File: src/cdq_pkg.sv
// Shared types and constants of the circular deque.
package cdq_pkg;

	localparam int VALUE_W = 32;
	localparam int CFG_W = 5;
	localparam int RING_SIZE_RESET = 16;
	localparam int RING_SIZE_MIN = 2;

	localparam logic signed [VALUE_W-1:0] POP_REFUSED_VALUE = -32'sd1;

	typedef enum logic [1:0] {
		CMD_PUSH_REAR  = 2'd0,
		CMD_PUSH_FRONT = 2'd1,
		CMD_POP_FRONT  = 2'd2,
		CMD_POP_REAR   = 2'd3
	} cmd_t;

	typedef enum logic [1:0] {
		ST_DONE  = 2'd0,
		ST_FULL  = 2'd1,
		ST_EMPTY = 2'd2
	} status_t;

	typedef struct packed {
		cmd_t                       command;
		logic signed [VALUE_W-1:0] push_value;
	} in_item_t;

	typedef struct packed {
		logic signed [VALUE_W-1:0] pop_value;
		status_t                    status;
		logic                       now_empty;
		logic                       now_full;
	} out_item_t;

	// Commands from the controller to the datapath.
	typedef struct packed {
		logic take_item;
		logic take_cfg;
		logic load_read;
	} ctrl_cmd_t;

	// Status from the datapath to the controller.
	typedef struct packed {
		logic out_busy;
		logic pop_read;
	} dp_status_t;

endpackage

File: src/cdq_ctrl.sv
// Controller state machine of the circular deque.
module cdq_ctrl (
	input  logic                clk,
	input  logic                arst_n,
	input  logic                in_valid,
	output logic                in_stall,
	input  logic                cfg_valid,
	output logic                cfg_ready,
	input  logic                out_stall,
	input  cdq_pkg::dp_status_t st,
	output cdq_pkg::ctrl_cmd_t  cmd
);

	typedef enum logic [1:0] {
		S_IDLE = 2'b01,
		S_READ = 2'b10
	} ctrl_state_t;

	ctrl_state_t state_q;
	ctrl_state_t state_d;
	logic        can_load;

	// The result register can take a new result when empty or drained this cycle.
	assign can_load = !st.out_busy || !out_stall;

	always_comb begin
		state_d = state_q;
		cmd = '0;
		in_stall = 1'b1;
		cfg_ready = 1'b0;
		case (state_q)
			S_IDLE: begin
				cfg_ready = 1'b1;
				cmd.take_cfg = cfg_valid;
				in_stall = !(can_load && !cfg_valid);
				cmd.take_item = in_valid && !in_stall;
				if (cmd.take_item && st.pop_read) begin
					state_d = S_READ;
				end
			end
			S_READ: begin
				cmd.load_read = 1'b1;
				state_d = S_IDLE;
			end
			default: begin
				state_d = S_IDLE;
			end
		endcase
	end

	always_ff @(posedge clk or negedge arst_n) begin
		if (!arst_n) begin
			state_q <= S_IDLE;
		end else begin
			state_q <= state_d;
		end
	end

	a_read_follows_pop: assert property (@(posedge clk) disable iff (!arst_n)
		cmd.load_read |-> $past(cmd.take_item && st.pop_read))
		else $error("read data loaded without a pending pop");

	a_load_has_room: assert property (@(posedge clk) disable iff (!arst_n)
		cmd.load_read |-> (!st.out_busy || !out_stall))
		else $error("read data loaded over an unconsumed result");

	a_no_item_and_cfg: assert property (@(posedge clk) disable iff (!arst_n)
		!(cmd.take_item && cmd.take_cfg))
		else $error("item and configuration taken in the same cycle");

endmodule

File: src/cdq_dpath.sv
// Datapath of the circular deque: pointers, ring memory and result register.
module cdq_dpath #(
	parameter int MAX_SLOTS = 16
) (
	input  logic                        clk,
	input  logic                        arst_n,
	input  cdq_pkg::ctrl_cmd_t          cmd,
	output cdq_pkg::dp_status_t         st,
	input  cdq_pkg::in_item_t           in_data,
	input  logic [cdq_pkg::CFG_W-1:0]   cfg_data,
	input  logic                        out_stall,
	output logic                        out_valid,
	output cdq_pkg::out_item_t          out_data
);

	localparam int IW = $clog2(MAX_SLOTS);
	localparam int SW = $clog2(MAX_SLOTS + 1);
	localparam int RESET_RING = (cdq_pkg::RING_SIZE_RESET > MAX_SLOTS) ?
		MAX_SLOTS : cdq_pkg::RING_SIZE_RESET;

	logic [SW-1:0] ring_q;
	logic [IW-1:0] front_q;
	logic [IW-1:0] rear_q;
	logic [IW-1:0] front_d;
	logic [IW-1:0] rear_d;

	logic signed [cdq_pkg::VALUE_W-1:0] mem [MAX_SLOTS];
	logic signed [cdq_pkg::VALUE_W-1:0] rd_q;

	logic               out_valid_q;
	cdq_pkg::out_item_t out_q;
	logic               pend_empty_q;
	logic               pend_full_q;

	logic          empty;
	logic          full;
	logic          is_push;
	logic          wr_en;
	logic [IW-1:0] wr_addr;
	logic          rd_en;
	logic [IW-1:0] rd_addr;
	logic          empty_d;
	logic          full_d;
	logic [SW-1:0] ring_cfg;

	function automatic logic [IW-1:0] step_up(input logic [IW-1:0] i,
			input logic [SW-1:0] ring);
		logic [SW:0] nxt;
		nxt = (SW+1)'(i) + (SW+1)'(1);
		return (nxt >= (SW+1)'(ring)) ? '0 : IW'(nxt);
	endfunction

	function automatic logic [IW-1:0] step_down(input logic [IW-1:0] i,
			input logic [SW-1:0] ring);
		return (i == '0) ? IW'(ring - SW'(1)) : i - IW'(1);
	endfunction

	assign empty = (front_q == rear_q);
	assign full = (step_up(rear_q, ring_q) == front_q);
	assign is_push = (in_data.command == cdq_pkg::CMD_PUSH_REAR) ||
		(in_data.command == cdq_pkg::CMD_PUSH_FRONT);

	assign st.out_busy = out_valid_q;
	assign st.pop_read = !is_push && !empty;

	// Ring size written out of range is clamped to the legal span.
	always_comb begin
		if (32'(cfg_data) < cdq_pkg::RING_SIZE_MIN) begin
			ring_cfg = SW'(cdq_pkg::RING_SIZE_MIN);
		end else if (32'(cfg_data) > MAX_SLOTS) begin
			ring_cfg = SW'(MAX_SLOTS);
		end else begin
			ring_cfg = SW'(cfg_data);
		end
	end

	always_comb begin
		front_d = front_q;
		rear_d = rear_q;
		wr_en = 1'b0;
		wr_addr = front_q;
		rd_en = 1'b0;
		rd_addr = rear_q;
		case (in_data.command)
			cdq_pkg::CMD_PUSH_REAR: begin
				rear_d = step_up(rear_q, ring_q);
				wr_en = !full;
				wr_addr = rear_d;
			end
			cdq_pkg::CMD_PUSH_FRONT: begin
				// Write at the old front position, then move it back.
				front_d = step_down(front_q, ring_q);
				wr_en = !full;
				wr_addr = front_q;
			end
			cdq_pkg::CMD_POP_FRONT: begin
				front_d = step_up(front_q, ring_q);
				rd_en = !empty;
				rd_addr = front_d;
			end
			cdq_pkg::CMD_POP_REAR: begin
				rear_d = step_down(rear_q, ring_q);
				rd_en = !empty;
				rd_addr = rear_q;
			end
			default: begin
				rd_en = 1'b0;
			end
		endcase
		if (!(wr_en || rd_en)) begin
			front_d = front_q;
			rear_d = rear_q;
		end
		empty_d = (front_d == rear_d);
		full_d = (step_up(rear_d, ring_q) == front_d);
	end

	always_ff @(posedge clk or negedge arst_n) begin
		if (!arst_n) begin
			ring_q <= SW'(RESET_RING);
			front_q <= '0;
			rear_q <= '0;
		end else if (cmd.take_cfg) begin
			ring_q <= ring_cfg;
			front_q <= '0;
			rear_q <= '0;
		end else if (cmd.take_item) begin
			front_q <= front_d;
			rear_q <= rear_d;
		end
	end

	always_ff @(posedge clk) begin
		if (cmd.take_item && wr_en) begin
			mem[wr_addr] <= in_data.push_value;
		end
		if (cmd.take_item && rd_en) begin
			rd_q <= mem[rd_addr];
		end
	end

	always_ff @(posedge clk or negedge arst_n) begin
		if (!arst_n) begin
			out_valid_q <= 1'b0;
		end else if ((cmd.take_item && !st.pop_read) || cmd.load_read) begin
			out_valid_q <= 1'b1;
		end else if (!out_stall) begin
			out_valid_q <= 1'b0;
		end
	end

	always_ff @(posedge clk) begin
		if (cmd.take_item) begin
			pend_empty_q <= empty_d;
			pend_full_q <= full_d;
			if (is_push) begin
				out_q.pop_value <= '0;
				out_q.status <= full ? cdq_pkg::ST_FULL : cdq_pkg::ST_DONE;
				out_q.now_empty <= empty_d;
				out_q.now_full <= full_d;
			end else if (empty) begin
				out_q.pop_value <= cdq_pkg::POP_REFUSED_VALUE;
				out_q.status <= cdq_pkg::ST_EMPTY;
				out_q.now_empty <= empty_d;
				out_q.now_full <= full_d;
			end
		end else if (cmd.load_read) begin
			out_q.pop_value <= rd_q;
			out_q.status <= cdq_pkg::ST_DONE;
			out_q.now_empty <= pend_empty_q;
			out_q.now_full <= pend_full_q;
		end
	end

	assign out_valid = out_valid_q;
	assign out_data = out_q;

	a_not_empty_and_full: assert property (@(posedge clk) disable iff (!arst_n)
		!(empty && full))
		else $error("ring reports empty and full together");

	a_ring_in_span: assert property (@(posedge clk) disable iff (!arst_n)
		(32'(ring_q) >= cdq_pkg::RING_SIZE_MIN) && (32'(ring_q) <= MAX_SLOTS))
		else $error("ring size outside its legal span");

	a_pointers_in_ring: assert property (@(posedge clk) disable iff (!arst_n)
		((SW+1)'(front_q) < (SW+1)'(ring_q)) && ((SW+1)'(rear_q) < (SW+1)'(ring_q)))
		else $error("pointer beyond the ring size");

endmodule

File: src/circular_deque.sv
// Top level of the circular deque: controller and datapath.
//
// A double-ended queue kept on a ring of ring_size slots, holding at most
// ring_size - 1 signed 32-bit entries. Each input transaction carries a
// command (push rear, push front, pop front, pop rear) and a push value; each
// one gives exactly one output transaction with the popped value, a status
// code and the empty and full flags after the operation.
// Pushes and refused operations load the result register at the accepting
// edge, and a new transaction may be accepted every cycle unless held by a
// stalled receiver or a configuration write. A good pop reads the ring memory
// through its registered read port and moves the read data into the result
// register in the S_READ state, in which the input is stalled.
// The single output register lets a new transaction be taken in the cycle in
// which the receiver takes the previous result; when the receiver stalls with a
// result pending, the input is stalled too and the result holds.
// The configuration channel writes ring_size (clamped to 2..MAX_SLOTS) and
// empties the ring; it is meant to be used while the block is idle.
// Reset empties the ring and sets ring_size to 16 (or MAX_SLOTS if smaller);
// the memory content is not cleared.
module circular_deque #(
	parameter int MAX_SLOTS = 16
) (
	input  logic                       clk,
	input  logic                       arst_n,
	input  logic                       in_valid,
	output logic                       in_stall,
	input  cdq_pkg::in_item_t          in_data,
	output logic                       out_valid,
	input  logic                       out_stall,
	output cdq_pkg::out_item_t         out_data,
	input  logic                       cfg_valid,
	output logic                       cfg_ready,
	input  logic [cdq_pkg::CFG_W-1:0]  cfg_data
);

	cdq_pkg::ctrl_cmd_t  cmd;
	cdq_pkg::dp_status_t st;

	// The controller decides when transactions are taken on each channel.
	cdq_ctrl u_ctrl (
		.clk       (clk),
		.arst_n    (arst_n),
		.in_valid  (in_valid),
		.in_stall  (in_stall),
		.cfg_valid (cfg_valid),
		.cfg_ready (cfg_ready),
		.out_stall (out_stall),
		.st        (st),
		.cmd       (cmd)
	);

	// The datapath holds the pointers, the ring memory and the result register.
	cdq_dpath #(
		.MAX_SLOTS (MAX_SLOTS)
	) u_dpath (
		.clk       (clk),
		.arst_n    (arst_n),
		.cmd       (cmd),
		.st        (st),
		.in_data   (in_data),
		.cfg_data  (cfg_data),
		.out_stall (out_stall),
		.out_valid (out_valid),
		.out_data  (out_data)
	);

endmodule
File: config.mk
export PLATFORM = sky130hd
export DESIGN_NAME = circular_deque
export DESIGN_NICKNAME = d
export VERILOG_FILES = /design/src/cdq_pkg.sv /design/src/cdq_ctrl.sv /design/src/cdq_dpath.sv /design/src/circular_deque.sv
export SDC_FILE = /design/constraint.sdc
export NUM_CORES = 1
export LEC_CHECK = 0
export ABC_AREA = 1
export BUFFER_PORTS_ARGS = -buffer_cell sky130_fd_sc_hd__buf_2
export CAP_MARGIN = 25
export CORE_MARGIN = 5
export CORE_UTILIZATION = 50
export CTS_BUF_LIST = sky130_fd_sc_hd__clkbuf_8 sky130_fd_sc_hd__clkbuf_16
export DETAILED_ROUTE_END_ITERATION = 7
export PLACE_DENSITY = 0.69
export SETUP_SLACK_MARGIN = 0.2
export SLEW_MARGIN = 20
export SYNTH_ARGS = -nofsm -noshare
export SYNTH_HDL_FRONTEND = slang
export SYNTH_SLANG_ARGS = --single-unit
File: constraint.sdc
create_clock -name clk -period 4.4 [get_ports clk]
set_input_delay 0.88 -clock clk [delete_from_list [all_inputs] [get_ports clk]]
set_output_delay 0.88 -clock clk [all_outputs]
set_load 0.03 [all_outputs]
==> After elaboration in Yosys (flattened, before gate mapping) <==
Memories as Yosys holds them, arrays and structs flattened. A register that Yosys moved wholly into a read port is not among the register bits.
Index checks and enable logic that the tools add are counted.
{ "op_classes": {"mux": 34, "reduce_logical": 27, "n_lt_le_gt_ge": 5, "eq_ne": 12, "add_sub_neg": 6} }
{ "op_table": {"columns": ["op", "count"], "rows": [
  ["36-bit two-way mux", 4],
  ["4-bit two-way mux", 13],
  ["4-bit == test", 4],
  ["4-bit one-hot mux with 2 select lines", 2],
  ["4-bit by 1-bit adder with 5-bit output (second input constant)", 3],
  ["5-bit greater-or-equal comparator", 3],
  ["4-bit by 1-bit subtractor with 4-bit output (second input constant)", 3],
  ["1-bit two-way mux", 10],
  ["5-bit two-way mux", 2],
  ["1-bit zero test", 8],
  ["4-bit zero test", 2],
  ["1-bit logical AND", 7],
  ["2-bit == test (second input constant)", 3],
  ["2-bit two-way mux", 3],
  ["5-bit greater-than comparator (second input constant)", 1],
  ["5-bit by 2-bit less-than comparator with 1-bit output (second input constant)", 1],
  ["2-bit by 1-bit == test with 1-bit output (second input constant)", 2],
  ["1-bit logical OR", 4],
  ["2-bit by 1-bit != test with 1-bit output (second input constant)", 2],
  ["2-bit nonzero test", 2],
  ["2-bit OR reduction", 2],
  ["3-bit != test (second input constant)", 1],
  ["2-bit zero test", 1],
  ["2-bit AND reduction", 1]
]} }
{ "word_totals": {"ram_bits": 512, "regBits": 54, "in_bits": 44, "out_inout_bits": 39, "n_memories": 1, "word_cells": 96} }
{ "mem_list": {"columns": ["memory", "depth", "width", "read_ports", "rd_clocked_by_memory_dff", "wr", "line_no", "source"], "rows": [
  ["u_dpath.mem", 16, 32, 1, 1, 1, "cdq_dpath.sv:27", "logic signed [cdq_pkg::VALUE_W-1:0] mem [MAX_SLOTS];"]
]} }

==> Depth between registers and ports, before layout <==
Gate-level depths: netlist (run 1).
{ "logic_depth": {"word_depth": 15, "depth_mapped": 37, "depth_no_buf": 36} }

==> By module <==
From an unflattened synthesis (run 1), not the netlist that was laid out.
{ "hier_totals": {"hier_cells": 2112, "hier_area_um2": 25478.2} }
{ "by_module_without_submodules": {"columns": ["mod", "seq_area_each_um2", "area_per_inst_um2", "n_inst", "cells_per_inst"], "rows": [
  ["cdq_dpath", 17828.3, 25354.3, 1, 2094],
  ["cdq_ctrl", 51.3, 123.9, 1, 18]
]} }

==> Worst setup path after synthesis (run 1) <==
OpenSTA, ideal clock, no wires.
{ "synth_timing": {"path_kind": "register to register", "from": "reg u_dpath.rear_q[0]", "to": "reg u_dpath.pend_full_q, data pin", "stages_incl_launch_ff": 29, "t_required_ps": 4145, "arrival_ps": 3995, "setup_slack_ps": 150, "n_path_buf": 1, "period_less_slack_ps": 4250, "setup_time_ps": 255, "cell_sequence": "dfrtp_1 > clkinv_1 > ha_1 > ha_1 > nand2_1 > nor2_1 > nand2_1 > buf_6 > nand4_1 > nand2_1 > nor2_1 > nand2_1 > nand2_4 > nand3_1 > nand2_4 > inv_1 > ha_1 > ha_1 > o21a_1 > o21a_1 > o21ai_1 > nand2_1 > a21oi_4 > nand3_1 > nand2_1 > inv_1 > nand2_1 > nor2_1 > and3_1"} }
{ "synth_between": {"elab_chain_len": 12, "elab_cells_between_ends": 20, "cone_classes": "3 x add/sub; 2 x order compare; 3 x eq/ne; 8 x mux; 4 x reduce/logical"} }
{ "synth_lines": {"columns": ["item", "line_no", "source"], "rows": [
  ["from (decl)", "cdq_dpath.sv:23", "logic [IW-1:0] rear_q;"],
  ["from (signal assigned)", "cdq_dpath.sv:129", "rear_q <= rear_d;"],
  ["4-bit by 1-bit adder with 5-bit output", "cdq_dpath.sv:49", "nxt = (SW+1)'(i) + (SW+1)'(1);"],
  ["5-bit greater-or-equal comparator", "cdq_dpath.sv:50", "return (nxt >= (SW+1)'(ring)) ? '0 : IW'(nxt);"],
  ["4-bit two-way mux", "cdq_dpath.sv:50", null],
  ["4-bit == test", "cdq_dpath.sv:59", "assign full = (step_up(rear_q, ring_q) == front_q);"],
  ["1-bit zero test", "cdq_dpath.sv:87, cdq_dpath.sv:93", null],
  ["1-bit two-way mux", null, null],
  ["1-bit logical OR", "cdq_dpath.sv:110", "if (!(wr_en || rd_en)) begin"],
  ["4-bit two-way mux", "cdq_dpath.sv:110", null],
  ["4-bit by 1-bit adder with 5-bit output", "cdq_dpath.sv:49", null],
  ["5-bit greater-or-equal comparator", "cdq_dpath.sv:50", null],
  ["4-bit two-way mux", "cdq_dpath.sv:50", null],
  ["4-bit == test *", "cdq_dpath.sv:115", "full_d = (step_up(rear_d, ring_q) == front_d);"],
  ["named net u_dpath.full_d", "cdq_dpath.sv:43", "logic full_d;"],
  ["to (signal assigned)", "cdq_dpath.sv:155", "pend_full_q <= full_d;"],
  ["to (decl)", "cdq_dpath.sv:33", "logic pend_full_q;"]
]} }
Mark *: on every way through the listed nets, which the timed path passes. The rest lies on a longest branch.
A chain may end at the register's enable or synchronous reset.

==> Final worst setup path (run 1) <==
{ "layout_timing": {"from": "reg u_dpath.rear_q[1]", "to": "reg u_dpath.pend_full_q, data pin"} }
Same word-level chain as after synthesis.

==> flow_summary.ini, run 1 <==
[worst_setup_path]
slowest_delay_ps = 440
crit_path_end_kind = flip-flop
crit_path_top_delay_cell = dfrtp_1
critPathMostFrequentCell = nand2_1
cp-start-kind = flip-flop
cp_data_arrival_time_ps = 4740
path_class = flip-flop to flip-flop
cp.required_ps = 4780
path_max_fanout = 6

[sta]
maxSlewViolCount = 0
setup_viol = 0
fin_setup_tns_ps = 0
skew_ps = 15.42
post-route-min-period_ps = 4359
finalWorstSetupSlack_ps = 40.76
rsz0062_at_grt = yes
fmax_ghz = 0.2294
slew_headroom_pct = 46.61
hold_violations = 0
worst_slew_pin_slew_ps = 797.9
period_share_pct = 99.07
hold_slack_ps = 195.3

[clock_network]
cts-root-buf = clkbuf_16
numCtsBuffers = 59
cts_sinks = 598
tritoncts = yes
h-tree-depth = 2
clk_latency_ps = 630
clockBufferDepth = 3
ctsHoldBuffers = 0
clkTransAtPathRegs_ps = 60

[yosys]
synth_area_per_cell_sq_um = 12.09
synthTopCellsByArea = edfxtp_1, o211ai_1, nand2_1
synth-edff-count = 582
ys_top_cells_by_count = edfxtp_1, nand2_1, inv_1
netlist.area_leader.share_pct = 68.73
yosysUniqueCellTypes = 39
synth_top_cell_by_area = edfxtp_1
synth_ff_type = edfxtp_1
netlist_area_sq_mm = 0.02543
synthCells = 2104
yosysSeqAreaShare_pct = 70.31
synth_most_common_cell = edfxtp_1
ys_async_sr_fraction_pct = 2.676
yosys_warnings = 0
syn_nets = 2173
ys_ff_latch = 598

[finish]
fill_cells = 3966
drive_gt1_share_pct = 14.76
syn2layout_area_growth_pct = 15.35
nNetsFinal = 2279

[pwr]
leakage_uw = 0.01087
vdd.ir_drop.worst_uv = 418.8
p_per_area_mw_per_mm2 = 638.1
finalPower_uw = 18720

[global_route]
grtUsageTotal_pct = 21.59
grt_pass1_vias = 15610
antenna_found_initial = 6
grt_max_degree = 109
grt_pass1_wl_um = 93040
grt_remaining_overflow = 0

[die]
ios = 83
initial_utilization_pct = 50.58
die_h_um = 235.5
rows = 82
core-area_sq_mm = 0.05027
fp.dieArea_sq_mm = 0.05547
die_w_um = 235.5

[drt]
ant_nets = 0
drt-total-wl_um = 61230
via_count = 16350
routedWlPerCell_um = 20.90
drt_pass1_iterations = 7
drtIter0Drc = 1605
vias_per_cell = 5.581
drcViolationCount = 0

[placed_design]
hpwl_um = 34030
dpl_worst_slack_ps = -162.9
gp_congestion = 0.9233
portBuffers = 82

[status]
status = completed

[job]
maxCapViolations = 0

[worst_hold_path]
worstHoldPathType = primary input to asynchronous set/reset pin
## placed cells by master (no fill, tap or decap), types with 5 or more instances in the layout
| cell type | instances |
|---|---|
| o21ai_1 | 6 |
| buf_12 | 22 |
| nand3_1 | 215 |
| o21ai_4 | 6 |
| buf_2 | 82 |
| nand2_2 | 16 |
| clkinv_1 | 13 |
| nor2_1 | 20 |
| nand2_1 | 413 |
| edfxtp_1 | 582 |
| bufinv_16 | 5 |
| buf_4 | 54 |
| dfrtp_1 | 12 |
| ha_4 | 7 |
| ha_1 | 17 |
| nor2_4 | 19 |
| nand2_4 | 6 |
| xor2_1 | 9 |
| o211ai_1 | 260 |
| o22ai_1 | 8 |
| clkbuf_16 | 59 |
| o21ai_0 | 20 |
| inv_2 | 13 |
| inv_1 | 308 |
| clkinv_2 | 9 |
| nand4_1 | 20 |
## flip-flops by register name, indices dropped and copies added, names as in the netlist
register / count
u_dpath.front_q: 4
u_dpath.out_valid: 1
u_dpath.rear_q: 4
u_dpath.pend_full_q: 1
u_dpath.out_data: 36
u_dpath.mem: 512
u_dpath.ring_q: 5
u_ctrl.state_q: 2
u_dpath.rd_q: 32
u_dpath.pend_empty_q: 1
## final timing paths
path                                        start              endpoint  slack, ps  depth (start not counted)
worst max-delay path            u_dpath.rear_q[1]   u_dpath.pend_full_q         40                         31
worst min-delay path                       arst_n     u_dpath.rear_q[3]        200                          1
worst max register to register  u_dpath.rear_q[1]   u_dpath.pend_full_q         40                         31
worst min register to register   u_dpath.rd_q[29]  u_dpath.out_data[33]        520                          2
max in group asynchronous                  arst_n     u_dpath.ring_q[4]       3860                          1
min in group clk                 u_dpath.rd_q[29]  u_dpath.out_data[33]        520                          2
## power breakdown
part / switching [uW] / leakage [uW] / internal [uW]
Combinational: 4640 / 0.00447 / 2410
Clock: 2090 / 0.000951 / 2730
Sequential: 141 / 0.00545 / 6700
Total: 6870 / 0.0109 / 11800
## cells by family after synthesis
logic type / synth area share, %
AO/OA/AOI/OAI: 8.936
buffers and inverters: 6.648
flip-flops: 70.31
adder cells (fa/ha/maj): 1.230
AND/OR/NAND/NOR: 12.42
XOR/XNOR: 0.4478
## per-stage QoR
stage               util (%)  area (sq um)  instances
finish                 58.34         29330       2929
global route           58.34         29330       2929
CTS                    57.93         29130       2919
detailed placement     53.95         27120       2803
global placement       53.90         27100       2802
floorplan                  -         25450       2104
## cell type report
cell class | instances | area [sq um] | share of cell area (%)
inverters | 312 | 1182 | 4.031
multi-input cells | 1078 | 6251 | 21.31
repair buffers | 161 | 1306 | 4.453
well taps | 672 | 840.8 | 2.867
clock inverters | 48 | 390.4 | 1.331
clock buffers | 59 | 1476 | 5.033
diodes | 1 | 2.502 | 0.008531
flip-flops and latches | 598 | 17880 | 60.97
## what timing repair did
action | in CTS | in global routing
pin swaps | 11 | 28
setup endpoints to repair | 2 | 2
gates cloned | 1 | 0
resized for setup | 17 | 32
buffers inserted | 8 | 9
## routing by layer
| layer | global-route usage [%] | up-vias | routed length (um) |
|---|---|---|---|
| met4 | 6.404 | 10 | 1417 |
| li1 | - | 7683 | - |
| met1 | 29.87 | 7975 | 25750 |
| met5 | 0 | - | 57 |
| met3 | 3.503 | 104 | 4013 |
| met2 | 35.74 | 575 | 29990 |
## critical path, delay by kind of cell, from the launching register on
family	cells	cell delay [ps]
AND/OR/NAND/NOR	19	1640
adder cells (fa/ha/maj)	3	800
AO/OA/AOI/OAI	4	700
flip-flops	1	440
buffers and inverters	5	520
No activity file was read; power rests on OpenSTA's default activity.
==> run 2, diff against run 1 <==
--- a/config.mk
+++ b/config.mk
@@ -9,10 +9,10 @@
 export BUFFER_PORTS_ARGS = -buffer_cell sky130_fd_sc_hd__buf_2
 export CAP_MARGIN = 25
 export CORE_MARGIN = 5
-export CORE_UTILIZATION = 50
+export CORE_UTILIZATION = 47
 export CTS_BUF_LIST = sky130_fd_sc_hd__clkbuf_8 sky130_fd_sc_hd__clkbuf_16
 export DETAILED_ROUTE_END_ITERATION = 7
-export PLACE_DENSITY = 0.69
+export PLACE_DENSITY = 0.66
 export SETUP_SLACK_MARGIN = 0.2
 export SLEW_MARGIN = 20
 export SYNTH_ARGS = -nofsm -noshare
==> run 2 against run 1 <==
  * Non-clock buffer count increased by 21
  * Sequential share of layout area down 0.39 points
  * Utilization shrank 3.4 points
  * Combinational power is 1% higher
  * Routed wire length rose by 3.2%
  * Via count is 0.31% lower
  * Clock skew increased by 1.8 ps
  * Die area rose by 6.1%
  * Critical endpoint unchanged
  * Largest power group unchanged
==> flow_summary.ini, run 2 (synthesized netlist as in run 1, its figures left out) <==
[worst_setup_path]
crit_path_top_delay_cell = dfrtp_2
cp.required_ps = 4760
path_class = flip-flop to flip-flop
crit_path_end_kind = flip-flop
critPathMostFrequentCell = nand2_4
slowest_delay_ps = 440
path_max_fanout = 7
rrSetupSlack_ps = 150
cp-start-kind = flip-flop
cp_data_arrival_time_ps = 4610

[finish]
final_cell_mix = edfxtp_1, nand2_1, inv_1, o211ai_1, nand3_1
fill_cells = 4290
syn2layout_area_growth_pct = 16.10
seqCellArea_sq_mm = 0.01788
multiInputGateArea_sq_mm = 0.006248
nNetsFinal = 2301
final_common_cell = edfxtp_1
drive_gt1_share_pct = 15.83
largest_register_ffs = 512
largest-register = u_dpath.mem

[drt]
drt-total-wl_um = 63210
ant_nets = 0
routedWlPerCell_um = 21.23
drcViolationCount = 0
via_count = 16300
drtIter0Drc = 1529
vias_per_cell = 5.472
drt_pass1_iterations = 5

[clock_network]
clk_latency_ps = 610
cts_sinks = 598
cts-root-buf = clkbuf_16
numCtsBuffers = 60
clkTransAtPathRegs_ps = 60
h-tree-depth = 2
tritoncts = yes
clockBufferDepth = 3

[placed_design]
hpwl_um = 34210
portBuffers = 82
dpl_worst_slack_ps = -129.2
gp_congestion = 0.8484

[global_route]
grt_remaining_overflow = 0
grt_pass1_vias = 15460
antenna_found_initial = 2
grt_max_degree = 129
grtUsageTotal_pct = 20.87
grt_pass1_wl_um = 95110

[status]
status = completed

[sta]
setup_viol = 0
hold_violations = 0
maxSlewViolCount = 0
worst_slew_pin_slew_ps = 1011
fmax_ghz = 0.2355
post-route-min-period_ps = 4246
rsz0062_at_grt = yes
fin_setup_tns_ps = 0
period_share_pct = 96.50
finalWorstSetupSlack_ps = 154.0
slew_headroom_pct = 32.56
skew_ps = 17.18

[pwr]
seqPwrFrac_pct = 36.3
vdd.ir_drop.worst_uv = 587.3
swShare_pct = 36.42
combPwrFrac_pct = 37.8
leakage_uw = 0.01103
clockPowerShare_pct = 26.0
p_switching_uw = 6877
p_int_uw = 12000
p_per_area_mw_per_mm2 = 639.6

[die]
rows = 85
initial_utilization_pct = 47.35
die_h_um = 242.6
die_w_um = 242.6
core-area_sq_mm = 0.05371
ios = 83
fp.dieArea_sq_mm = 0.05885

[worst_hold_path]
worstHoldPathType = primary input to asynchronous set/reset pin

[job]
maxCapViolations = 0
==> run 2: cell count changes in the layout (fill, tap and decap cells not counted), moves of 4 or more <==
cell      previous run  this run
buf_4               54        71
buf_6                2         9
clkinv_2             9        23
inv_1              308       302
nand2_2             16        11
nand2_4              6        10
==> run 2: per-stage QoR <==
stage	util (%)	hold slack, ps	std cells	total power (uW)	cell area (sq um)
finish	54.97	191.7	2978	18880	29520
global route	54.96	196.1	2977	19980	29520
CTS	54.60	170.3	2968	18670	29330
detailed placement	50.75	515.5	2846	13540	27260
global placement	50.73	500.1	2845	13430	27240
floorplan	-	494.7	2104	11540	25450
==> run 2: final timing paths <==
kind	from	cells after the start	end
max in group asynchronous	arst_n	1	u_dpath.ring_q[4]
hold reg to reg	u_dpath.rd_q[4]	2	u_dpath.out_data[8]
min in group clk	u_dpath.rd_q[4]	2	u_dpath.out_data[8]
hold / removal	arst_n	1	u_dpath.ring_q[1]
setup / recovery	u_dpath.rear_q[1]	32	u_dpath.pend_full_q
setup reg to reg	u_dpath.rear_q[1]	32	u_dpath.pend_full_q
==> run 2: area by class of cell <==
type / count / area share [%]
inverter: 312 / 4.014
clock buffer: 61 / 5.171
clock inverter: 50 / 1.238
antenna: 1 / 0.008476
tap: 696 / 2.950
multi-input combinational: 1078 / 21.17
sequential: 598 / 60.58
timing repair buffer: 182 / 4.878
==> run 2: metal layers <==
metal | GRT usage [%] | routed length (um) | vias up
li1 | - | - | 7738
met1 | 29.68 | 27400 | 7906
met2 | 34.36 | 30250 | 566
met3 | 3.344 | 4347 | 82
met4 | 4.790 | 1184 | 4
met5 | 0 | 33 | -
==> run 2: power groups by stage <==
stage / clock network (uW) / registers, uW / logic (uW)
final: 4900 / 6850 / 7140
after global routing: 5240 / 6860 / 7870
after CTS: 4990 / 6840 / 6840
after detailed placement: 0 / 6960 / 6580
after global placement: 0 / 6960 / 6470
after floorplan: 0 / 7070 / 4470
==> run 2: worst max-delay path: cells and delay by family, from the launching register on <==
kind	cells	cell delay [ps]
flip-flops	1	440
adder cells (fa/ha/maj)	4	840
buffers and inverters	7	550
AND/OR/NAND/NOR	15	1230
AO/OA/AOI/OAI	6	960
==> run 2: timing repair <==
item / 4_1_cts / 5_1_grt
pin swaps: 19 / 32
setup buffers: 10 / 9
resized for setup: 26 / 32
gates cloned: 1 / 0
hold buffers: 0 / 0
endpoints found under the setup margin: 2 / 189
